File: config.mk
export PLATFORM = sky130hd
export DESIGN_NAME = tlv_xor_frame_decoder
export DESIGN_NICKNAME = d
export VERILOG_FILES = /design/src/rtl/tlvx_pkg.sv /design/src/rtl/tlvx_parser.sv /design/src/rtl/tlvx_out_fifo.sv /design/src/rtl/tlv_xor_frame_decoder.sv
export SDC_FILE = /design/constraint.sdc
export NUM_CORES = 1
export LEC_CHECK = 0
export ABC_AREA = 0
export ABC_CLOCK_PERIOD_IN_PS = 2800
export BUFFER_PORTS_ARGS = -buffer_cell sky130_fd_sc_hd__buf_2
export CORE_MARGIN = 10
export CORE_UTILIZATION = 55
export DETAILED_ROUTE_END_ITERATION = 16
export GPL_TIMING_DRIVEN = 0
export PLACE_DENSITY = 0.71
export SYNTH_ARGS = -nofsm -noshare
export SYNTH_HDL_FRONTEND = slang
export SYNTH_SLANG_ARGS = --single-unit
File: constraint.sdc
create_clock -name clk -period 2.8 [get_ports clk]
set_input_delay 0.56 -clock clk [delete_from_list [all_inputs] [get_ports clk]]
set_output_delay 0.56 -clock clk [all_outputs]
set_load 0.005 [all_outputs]
File: src/rtl/tlvx_pkg.sv
package tlvx_pkg;

    localparam logic [1:0] PH_HEADER  = 2'd0;
    localparam logic [1:0] PH_PAYLOAD = 2'd1;
    localparam logic [1:0] PH_TRAILER = 2'd2;
    localparam logic [1:0] PH_DONE    = 2'd3;

    localparam logic [1:0] ST_OK     = 2'd0;
    localparam logic [1:0] ST_SHORT  = 2'd1;
    localparam logic [1:0] ST_BADSUM = 2'd2;

    localparam logic KIND_PAYLOAD = 1'b0;
    localparam logic KIND_STATUS  = 1'b1;

    typedef struct packed {
        logic        kind;
        logic [7:0]  payload_byte;
        logic [7:0]  type_code;
        logic [23:0] payload_length;
        logic [1:0]  status;
        logic        last_of_run;
    } result_t;

    // up to two results per input word, first one in r0
    typedef struct packed {
        logic    v0;
        logic    v1;
        result_t r0;
        result_t r1;
    } parse_out_t;

endpackage

File: src/rtl/tlvx_parser.sv
module tlvx_parser
    import tlvx_pkg::*;
(
    input  logic       clk,
    input  logic       rst_n,
    input  logic       in_take,
    input  logic [7:0] in_byte,
    input  logic       end_of_buffer,
    output parse_out_t res
);

    logic [1:0]  phase_reg, phase_next;
    logic [1:0]  header_count_reg, header_count_next;
    logic [7:0]  captured_type_reg, captured_type_next;
    logic [23:0] frame_length_reg, frame_length_next;
    logic [23:0] payload_seen_reg, payload_seen_next;
    logic [31:0] check_lanes_reg, check_lanes_next;
    logic [1:0]  lane_index_reg, lane_index_next;
    logic [1:0]  trailer_count_reg, trailer_count_next;
    logic        mismatch_seen_reg, mismatch_seen_next;

    logic        pay_v;
    logic        fin_v;
    logic [1:0]  fin_status;
    logic        short_v;
    logic [31:0] byte_wide;
    logic [7:0]  lane_sel;
    result_t     pay_r;
    result_t     stat_r;

    assign byte_wide = {24'd0, in_byte};

    always_comb
    begin
        phase_next         = phase_reg;
        header_count_next  = header_count_reg;
        captured_type_next = captured_type_reg;
        frame_length_next  = frame_length_reg;
        payload_seen_next  = payload_seen_reg;
        check_lanes_next   = check_lanes_reg;
        lane_index_next    = lane_index_reg;
        trailer_count_next = trailer_count_reg;
        mismatch_seen_next = mismatch_seen_reg;
        pay_v      = 1'b0;
        fin_v      = 1'b0;
        fin_status = ST_OK;
        lane_sel   = 8'(check_lanes_reg >> {trailer_count_reg, 3'b000});

        case (phase_reg)
            PH_HEADER:
            begin
                check_lanes_next = check_lanes_reg | (byte_wide << {header_count_reg, 3'b000});
                case (header_count_reg)
                    2'd0:    captured_type_next = in_byte;
                    2'd1:    frame_length_next[23:16] = in_byte;
                    2'd2:    frame_length_next[15:8]  = in_byte;
                    default: frame_length_next[7:0]   = in_byte;
                endcase
                header_count_next = header_count_reg + 2'd1;
                if (header_count_reg == 2'd3)
                begin
                    phase_next = (frame_length_next == 24'd0) ? PH_TRAILER : PH_PAYLOAD;
                end
            end
            PH_PAYLOAD:
            begin
                check_lanes_next  = check_lanes_reg ^ (byte_wide << {lane_index_reg, 3'b000});
                lane_index_next   = lane_index_reg + 2'd1;
                payload_seen_next = payload_seen_reg + 24'd1;
                pay_v = 1'b1;
                if (payload_seen_next == frame_length_reg)
                begin
                    phase_next = PH_TRAILER;
                end
            end
            PH_TRAILER:
            begin
                if (lane_sel != in_byte)
                begin
                    mismatch_seen_next = 1'b1;
                end
                trailer_count_next = trailer_count_reg + 2'd1;
                if (trailer_count_reg == 2'd3)
                begin
                    phase_next = PH_DONE;
                    fin_v      = 1'b1;
                    fin_status = mismatch_seen_next ? ST_BADSUM : ST_OK;
                end
            end
            default:
            begin
            end
        endcase

        short_v = !fin_v && end_of_buffer && (phase_next != PH_DONE);

        pay_r.kind           = KIND_PAYLOAD;
        pay_r.payload_byte   = in_byte;
        pay_r.type_code      = captured_type_next;
        pay_r.payload_length = frame_length_next;
        pay_r.status         = ST_OK;
        pay_r.last_of_run    = !(fin_v || short_v);

        stat_r.kind           = KIND_STATUS;
        stat_r.payload_byte   = 8'd0;
        stat_r.type_code      = captured_type_next;
        stat_r.payload_length = frame_length_next;
        stat_r.status         = fin_v ? fin_status : ST_SHORT;
        stat_r.last_of_run    = 1'b1;

        // status goes in the first slot when no payload word comes before it
        res.v0 = pay_v || fin_v || short_v;
        res.v1 = pay_v && (fin_v || short_v);
        res.r0 = pay_v ? pay_r : stat_r;
        res.r1 = stat_r;

        if (end_of_buffer)
        begin
            phase_next         = PH_HEADER;
            header_count_next  = 2'd0;
            captured_type_next = 8'd0;
            frame_length_next  = 24'd0;
            payload_seen_next  = 24'd0;
            check_lanes_next   = 32'd0;
            lane_index_next    = 2'd0;
            trailer_count_next = 2'd0;
            mismatch_seen_next = 1'b0;
        end
    end

    always_ff @(posedge clk or negedge rst_n)
    begin
        if (!rst_n)
        begin
            phase_reg         <= PH_HEADER;
            header_count_reg  <= 2'd0;
            captured_type_reg <= 8'd0;
            frame_length_reg  <= 24'd0;
            payload_seen_reg  <= 24'd0;
            check_lanes_reg   <= 32'd0;
            lane_index_reg    <= 2'd0;
            trailer_count_reg <= 2'd0;
            mismatch_seen_reg <= 1'b0;
        end
        else if (in_take)
        begin
            phase_reg         <= phase_next;
            header_count_reg  <= header_count_next;
            captured_type_reg <= captured_type_next;
            frame_length_reg  <= frame_length_next;
            payload_seen_reg  <= payload_seen_next;
            check_lanes_reg   <= check_lanes_next;
            lane_index_reg    <= lane_index_next;
            trailer_count_reg <= trailer_count_next;
            mismatch_seen_reg <= mismatch_seen_next;
        end
    end

endmodule

File: src/rtl/tlvx_out_fifo.sv
module tlvx_out_fifo
    import tlvx_pkg::*;
(
    input  logic       clk,
    input  logic       rst_n,
    input  logic       push,
    input  parse_out_t wr,
    output logic       room2,
    output logic       out_valid,
    input  logic       out_ready,
    output result_t    out_data
);

    result_t    mem [4];
    logic [1:0] wr_ptr_reg, wr_ptr_next;
    logic [1:0] rd_ptr_reg, rd_ptr_next;
    logic [2:0] count_reg, count_next;
    logic       pop;
    logic       w0;
    logic       w1;
    logic [1:0] wr_ptr_p1;

    assign out_valid = (count_reg != 3'd0);
    assign out_data  = mem[rd_ptr_reg];
    assign pop       = out_valid && out_ready;
    // two free slots cover the worst case of one word
    assign room2     = (count_reg <= 3'd2);
    assign w0        = push && wr.v0;
    assign w1        = push && wr.v1;
    assign wr_ptr_p1 = wr_ptr_reg + 2'd1;

    always_comb
    begin
        wr_ptr_next = wr_ptr_reg + {1'b0, w0} + {1'b0, w1};
        rd_ptr_next = rd_ptr_reg + {1'b0, pop};
        count_next  = count_reg + {2'b00, w0} + {2'b00, w1} - {2'b00, pop};
    end

    always_ff @(posedge clk)
    begin
        if (w0)
        begin
            mem[wr_ptr_reg] <= wr.r0;
        end
        if (w1)
        begin
            mem[wr_ptr_p1] <= wr.r1;
        end
    end

    always_ff @(posedge clk or negedge rst_n)
    begin
        if (!rst_n)
        begin
            wr_ptr_reg <= 2'd0;
            rd_ptr_reg <= 2'd0;
            count_reg  <= 3'd0;
        end
        else
        begin
            wr_ptr_reg <= wr_ptr_next;
            rd_ptr_reg <= rd_ptr_next;
            count_reg  <= count_next;
        end
    end

endmodule

File: src/rtl/tlv_xor_frame_decoder.sv
// Channel   Direction  tdata                                     tuser  tlast
// s_axis    in         [7:0] in_byte                             -      end_of_buffer
// m_axis    out        [7:0] payload_byte, [15:8] type_code,     kind   last_of_run
//                      [39:16] payload_length, [41:40] status
//
// One input word per cycle while two queue slots are free; each word is parsed
// in the cycle it is taken and its results, up to two, are written to a
// 4-entry output queue whose head drives m_axis. s_axis_tready depends only on the
// queue fill (two free slots), never on m_axis_tready combinationally.
// A stall on m_axis fills the queue; input resumes once two slots are free.
// rst_n clears the parse state and empties the queue.
module tlv_xor_frame_decoder
    import tlvx_pkg::*;
(
    input  logic        clk,
    input  logic        rst_n,
    input  logic        s_axis_tvalid,
    output logic        s_axis_tready,
    input  logic [7:0]  s_axis_tdata,   // [7:0] in_byte
    input  logic        s_axis_tlast,   // end_of_buffer
    output logic        m_axis_tvalid,
    input  logic        m_axis_tready,
    output logic [47:0] m_axis_tdata,   // [7:0] payload_byte, [15:8] type_code,
                                        // [39:16] payload_length, [41:40] status
    output logic        m_axis_tuser,   // kind
    output logic        m_axis_tlast    // last_of_run
);

    logic       take;
    logic       room2;
    parse_out_t res;
    result_t    head;

    assign s_axis_tready = room2;
    assign take          = s_axis_tvalid && room2;

    tlvx_parser u_parser (
        .clk           (clk),
        .rst_n         (rst_n),
        .in_take       (take),
        .in_byte       (s_axis_tdata),
        .end_of_buffer (s_axis_tlast),
        .res           (res)
    );

    tlvx_out_fifo u_fifo (
        .clk       (clk),
        .rst_n     (rst_n),
        .push      (take),
        .wr        (res),
        .room2     (room2),
        .out_valid (m_axis_tvalid),
        .out_ready (m_axis_tready),
        .out_data  (head)
    );

    assign m_axis_tdata = {6'd0, head.status, head.payload_length,
                           head.type_code, head.payload_byte};
    assign m_axis_tuser = head.kind;
    assign m_axis_tlast = head.last_of_run;

endmodule
==> results of run 1 <==
-- routing by layer --
layer	wire, um	global-route usage (%)
met5	0	0
met4	1170	7.51
met1	15800	30.7
met2	18400	37.3
met3	2530	3.37
-- critical path, stage by stage (launching register included) --
cell and delay (ns):
dfrtp_2 0.45, ha_1 0.16, clkbuf_2 0.19, nand2_2 0.13, or4_4 0.57, o21ai_0 0.30, a21o_1 0.17, o211ai_2 0.10
nor4_4 0.37, a31oi_1 0.13
-- logic make-up after synthesis --
group,Yosys count,synth area share (%)
and+or+nand+nor,441,14.5
buffers and inverters,134,4.31
other,1,0.0265
adders and majority gates,13,1.31
muxes,117,12.9
AOI/OAI and AO/OA,241,11.4
DFF,280,53.0
xor gates and xnor gates,39,2.62
-- power by group --
part           total, mW  switching (mW)  internal, mW
logic               5.23            2.99          2.24
registers           5.63           0.651          4.98
clock network       3.60            1.61          1.99
total               14.5            5.25          9.20
-- through the flow --
step / cells / cell area (um2) / power (mW) / TNS, ns
after floorplan: 1271 / 14200 / 8.97 / 0
after detailed placement: 1660 / 14900 / 10.6 / -126.96
after global placement: 1659 / 14900 / 10.5 / -134.37
after CTS: 1728 / 16000 / 14.3 / -2.11
final: 1732 / 16200 / 14.5 / 0
after global routing: 1732 / 16200 / 15.3 / -0.313
-- area by class of cell --
cell class	instances	area (um2)	share of cell area, %
inverter	25	109	0.674
buffer	106	554	3.43
clock inverter	16	106	0.658
sequential	280	7490	46.3
timing repair inverter	4	30.0	0.186
multi-input combinational	857	6200	38.3
tap	330	413	2.56
timing repair buffer	77	505	3.13
clock buffer	37	756	4.68
-- worst paths after layout --
kind	from	to	slack, ns	cells past startpoint
max in group asynchronous	rst_n	u_fifo.wr_ptr_reg[1]$_DFF_PN0_	2.02	2
worst max register to register	u_parser.payload_seen_reg[0]$_DFFE_PN0P_	u_parser.phase_reg[0]$_DFFE_PN0P_	0.09	9
worst min-delay path	rst_n	u_parser.payload_seen_reg[2]$_DFFE_PN0P_	0.06	1
worst min register to register	u_fifo.mem[1][0]$_SDFFE_PP1P_	u_fifo.mem[1][0]$_SDFFE_PP1P_	0.45	2
min in group clk	m_axis_tready	u_fifo.rd_ptr_reg[0]$_DFF_PN0_	0.41	3
worst max-delay path	u_parser.payload_seen_reg[0]$_DFFE_PN0P_	u_parser.phase_reg[0]$_DFFE_PN0P_	0.09	9
-- timing repair --
action | in CTS | in global routing
endpoints found under the setup margin | 218 | 184
cloned | 4 | 0
pin swaps | 2 | 3
buffers inserted | 14 | 4
gates resized for setup | 33 | 34
-- layout by cell type, fill, tap and decap left out, types with 16 or more instances in the layout --
cell type,n
a21oi_1,44
a22oi_1,17
a31oi_1,38
and2_1,17
buf_2,72
buf_4,36
clkbuf_1,60
clkbuf_16,29
dfrtp_1,103
dfxtp_1,40
edfxtp_1,136
inv_1,21
mux2i_1,65
mux4_2,52
nand2_1,65
nand3_1,16
nor2_1,241
o21ai_0,39
o22a_1,17
o31ai_1,39
xnor2_1,27
==> flow_summary.yaml, run 1 <==
power:
  irDropWorstVdd_mv: 0.616
  power_leakage_nw: 6.32
  power_density_mw_per_mm2: 895
synthesis:
  synth_warnings: 0
  yosys.area.top_type: "edfxtp_1"
  yosysMostFrequentCell: "nor2_1"
  synth_edf_count: 136
  synthArstFlopShare_pct: 37.1
  ys.flop_type: "edfxtp_1"
  syn_inst: 1266
  synth_area_mm2: 0.0141
  ys_types: 76
  synth_top_area_share_pct: 28.9
  synth_area_leaders: "edfxtp_1, dfrtp_1, mux4_2"
  synth_common_cells: "nor2_1, edfxtp_1, dfrtp_1"
  yosys_register_bits: 280
  ys_seq_area_share_pct: 53.0
  syn_avg_cell_area_um2: 11.2
layout:
  fin_nets: 1406
  post-route-util_pct: 64.0
  drive_above_1_share_pct: 19.1
  diodes: 0
  area.growth.synth_to_final_pct: 14.4
  fill_cells: 1945
  largest_reg_flops: 176
timing:
  worst_slack_ns: 0.0901
  final_hold_viol_count: 0
  hold_ws_ns: 0.0560
  fin_skew_ns: 0.0127
  final_max_slew_viol_count: 0
  min_period_over_period_pct: 96.8
  period_minus_slack_ns: 2.71
  setup_viol: 0
  max_freq_ghz: 0.369
  maxSlewHeadroom_pct: 30.8
  tightest_slew_ns: 1.03
floorplanning:
  core_mm2: 0.0253
  io_pins: 65
  die_h_um: 180
  start_util_pct: 55.9
  rows: 58
  die_w_um: 180
  die_area_mm2: 0.0325
cts:
  clock_sinks: 280
  postCtsHoldBufs: 0
  cts_tree: "done"
  clk_pin_slew_ns: 0.07
  numCtsBuffers: 29
  clk_path_buf_depth: 3
  htreeDepth: 1
  cts-root-buf: "clkbuf_16"
  clk_latency_ns: 0.55
global_routing:
  grt_pass1_wl_um: 60400
  grt_max_degree: 55
  grt_usage_pct: 22.8
  first_global_vias: 10633
  antenna_found_initial: 0
  overflow: 0
detailed_routing:
  drt_pass1_iterations: 5
  drc: 0
  drt_wl_total_um: 37900
  wl_per_cell_um: 21.9
  route.vias.total: 10662
  ant_nets: 0
  vias_per_cell: 6.16
  drt_iter0_drc: 1109
min_path:
  hold_path.class: "in -> async"
place:
  dp_hpwl_um: 25600
  portBuffers: 58
  routabilityCongestion: 0.883
  dp_slack_ns: -0.942
flow_run:
  maxCapViolCount: 0
worst_setup_path:
  start_kind: "register"
  path_class: "reg -> reg"
  path_max_fanout: 8
  arrival_ns: 3.13
  crit_required_ns: 3.22
  endpoint_kind: "register"
outcome:
  status: "finished, final reports clean"
Power figures use the tool's default switching activity.
==> inputs of run 2 (changes only) <==
Settings changed: ABC_AREA 0 to 1.
==> run 2 against run 1 <==
  * Sequential power grew 8.5%
  * Critical path depth shrank 4
  * Register-to-register slack is essentially flat
  * Cell area shrank 0.31%
  * First-iteration DRC count grew 24%
  * Synthesized cell count grew 35%
  * Non-clock buffer count shrank 36
  * Worst setup slack lost 0.056 ns
  * Via count grew 19%
==> flow_summary.yaml, run 2 <==
worst_setup_path:
  path_class: "reg -> out"
  rrSetupSlack_ns: 0.10
  endpoint_kind: "output pin"
  worstRegToRegCells: 5
  rr_startpoint: "u_parser.phase_reg[0]$_DFFE_PN0P_"
  start_kind: "register"
  arrival_ns: 2.21
  crit_required_ns: 2.24
  cpMaxStageDelayCell: "dfrtp_2"
  rr_endpoint: "u_parser.frame_length_reg[16]$_DFFE_PN0P_"
  path_max_fanout: 10
  worstPathCellList: "clkbuf_2, clkbuf_2, nor2_1, o22ai_1, buf_2"
  cpMostUsedCell: "clkbuf_2"
  slowest_delay_ns: 0.52
place:
  portBuffers: 58
  dpl-instance-area_mm2: 0.0149
  dp_hpwl_um: 29500
  dp_slack_ns: -0.689
  routabilityCongestion: 0.950
  dp.cells: 2101
synthesis:
  synth_common_cells: "nor2_1, nand2_1, o21ai_0"
  synth_top_area_share_pct: 28.8
  yosysMostFrequentCell: "nor2_1"
  ys.flop_type: "edfxtp_1"
  ys_seq_area_share_pct: 52.8
  yosys.area_share.simple_pct: 20.1
  synth-adder-area-share_pct: 1.31
  synth_area_leaders: "edfxtp_1, dfrtp_1, o21ai_0"
  yosys.area.top_type: "edfxtp_1"
  synth_compound_area_share_pct: 17.5
  synth_xor_area_share_pct: 1.34
  yosys_register_bits: 280
  syn_inst: 1706
  synthArstFlopShare_pct: 37.1
  ys_types: 40
  synth_area_mm2: 0.0142
  synth_warnings: 0
  syn_avg_cell_area_um2: 8.30
  synth_edf_count: 136
  synthMuxAreaShare_pct: 0
  synth_top_family_by_area: "simple AND/OR/NAND/NOR gates"
cts:
  clk_path_buf_depth: 3
  clock_sinks: 280
  cts_tree: "done"
  htreeDepth: 1
  postCtsHoldBufs: 0
  numCtsBuffers: 29
  clk_pin_slew_ns: 0.07
  cts-root-buf: "clkbuf_16"
  clk_latency_ns: 0.55
detailed_routing:
  drt_pass1_iterations: 6
  drt_wl_total_um: 43100
  ant_nets: 0
  wl_per_cell_um: 19.9
  vias_per_cell: 5.86
  drc: 0
  route.vias.total: 12657
  drt_iter0_drc: 1370
timing:
  tightest_slew_ns: 1.22
  final_hold_viol_count: 0
  max_freq_ghz: 0.362
  maxSlewHeadroom_pct: 18.0
  final_max_slew_viol_count: 0
  fin_skew_ns: 0.0264
  hold_ws_ns: 0.0998
  period_minus_slack_ns: 2.77
  worst_slack_ns: 0.0345
  setup_viol: 0
  min_period_over_period_pct: 98.8
  tns_ns: 0
flow_run:
  maxCapViolCount: 0
layout:
  final_cell_mix: "nor2_1, nand2_1, o21ai_0, inv_1, edfxtp_1"
  fin_nets: 1833
  drive_above_1_share_pct: 11.2
  final_common_cell: "nor2_1"
  fill_cells: 2157
  area.growth.synth_to_final_pct: 13.7
  design_area_mm2: 0.0161
  post-route-util_pct: 63.8
  largest_reg_flops: 176
  diodes: 0
  final_cells: 2159
global_routing:
  first_global_vias: 11770
  grt_usage_pct: 24.8
  antenna_found_initial: 0
  grt_pass1_wl_um: 65500
  overflow: 0
  grt_max_degree: 60
power:
  power_leakage_nw: 6.49
  seqPwrFrac_pct: 32.6
  power_mw: 18.8
  p_clk_share_pct: 21.0
  power_frac_comb_pct: 46.5
  p_sw_mw: 8.45
  p_sw_share_pct: 45.0
  internal_power_mw: 10.3
  irDropWorstVdd_mv: 0.615
  power_density_mw_per_mm2: 1160
floorplanning:
  rows: 58
  die_w_um: 180
  die_h_um: 180
  start_util_pct: 56.1
  die_area_mm2: 0.0326
  core_mm2: 0.0253
  io_pins: 65
min_path:
  hold_path.class: "in -> async"
outcome:
  status: "finished, final reports clean"
-- run 2: changes by cell type in the layout (fill, tap and decap cells not counted), moves of 46 or more --
| cell | previous run | this run |
|---|---|---|
| inv_1 | 21 | 137 |
| o21ai_0 | 39 | 236 |
| nand2_1 | 65 | 298 |
| mux2i_1 | 65 | 0 |
| nor2_1 | 241 | 312 |
| nand3_1 | 16 | 62 |
| mux4_2 | 52 | 0 |
| o22ai_1 | 2 | 120 |
-- run 2: power groups by stage --
stage / Sequential [mW] / Clock [mW] / Combinational [mW]
after global routing: 6.21 / 4.11 / 9.57
after detailed placement: 6.09 / 0 / 8.38
after global placement: 6.08 / 0 / 8.22
final: 6.11 / 3.93 / 8.71
after floorplan: 5.89 / 0 / 5.45
after CTS: 6.07 / 3.95 / 8.45
-- run 2: cells by family (layout without fill, tap and decap cells) --
family	after synthesis	in the layout
AND/OR/NAND/NOR	705	708
AO/OA/AOI/OAI	447	447
flip-flops	280	280
buffers and inverters	243	358
XOR/XNOR	17	17
adder cells (fa/ha/maj)	13	13
other	1	6
-- run 2: how the worst max path moves through the flow --
stage / startpoint / endpoint / slack, ns
2_1_floorplan: u_fifo.count_reg[1]$_DFF_PN0_ / u_fifo.mem[3][14]$_DFFE_PP_ / 0.06
3_3_place_gp: u_fifo.count_reg[1]$_DFF_PN0_ / u_fifo.mem[3][18]$_DFFE_PP_ / -1.18
3_5_place_dp: u_fifo.count_reg[1]$_DFF_PN0_ / u_fifo.mem[2][14]$_DFFE_PP_ / -0.69
4_1_cts: u_fifo.count_reg[1]$_DFF_PN0_ / u_fifo.mem[3][11]$_DFFE_PP_ / -0.01
5_1_grt: u_fifo.count_reg[1]$_DFF_PN0_ / u_fifo.mem[2][14]$_DFFE_PP_ / -0.01
6_report: u_fifo.rd_ptr_reg[0]$_DFF_PN0_ / m_axis_tuser / 0.03
-- run 2: final cells by class --
type / count / area (um2) / share of cell area, %
sequential: 280 / 7490 / 46.5
multi-input combinational: 1191 / 5850 / 36.3
clock buffer: 38 / 821 / 5.10
inverter: 158 / 604 / 3.75
tap: 330 / 413 / 2.56
buffer: 83 / 404 / 2.51
timing repair buffer: 64 / 370 / 2.30
clock inverter: 15 / 153 / 0.948
-- run 2: critical path: cells and delay by family, from the launching register on --
kind | cells | cell delay [ns]
compound gates | 1 | 0.27
flops | 1 | 0.52
buf+inv | 3 | 0.79
simple gates | 1 | 0.07
-- run 2: metal layers --
metal | global-route usage, % | wire (um) | vias to the layer above
met5 | 0 | 0 | -
met4 | 6.17 | 801 | 0
met3 | 5.52 | 4330 | 59
met2 | 39.5 | 19600 | 607
met1 | 33.7 | 18300 | 5994
li1 | - | - | 5997
-- run 2: timing repair --
action	in CTS	in global routing
pin swaps	3	3
buffers inserted	1	3
resized for setup	31	26
setup endpoints to repair	303	158
cloned	1	2
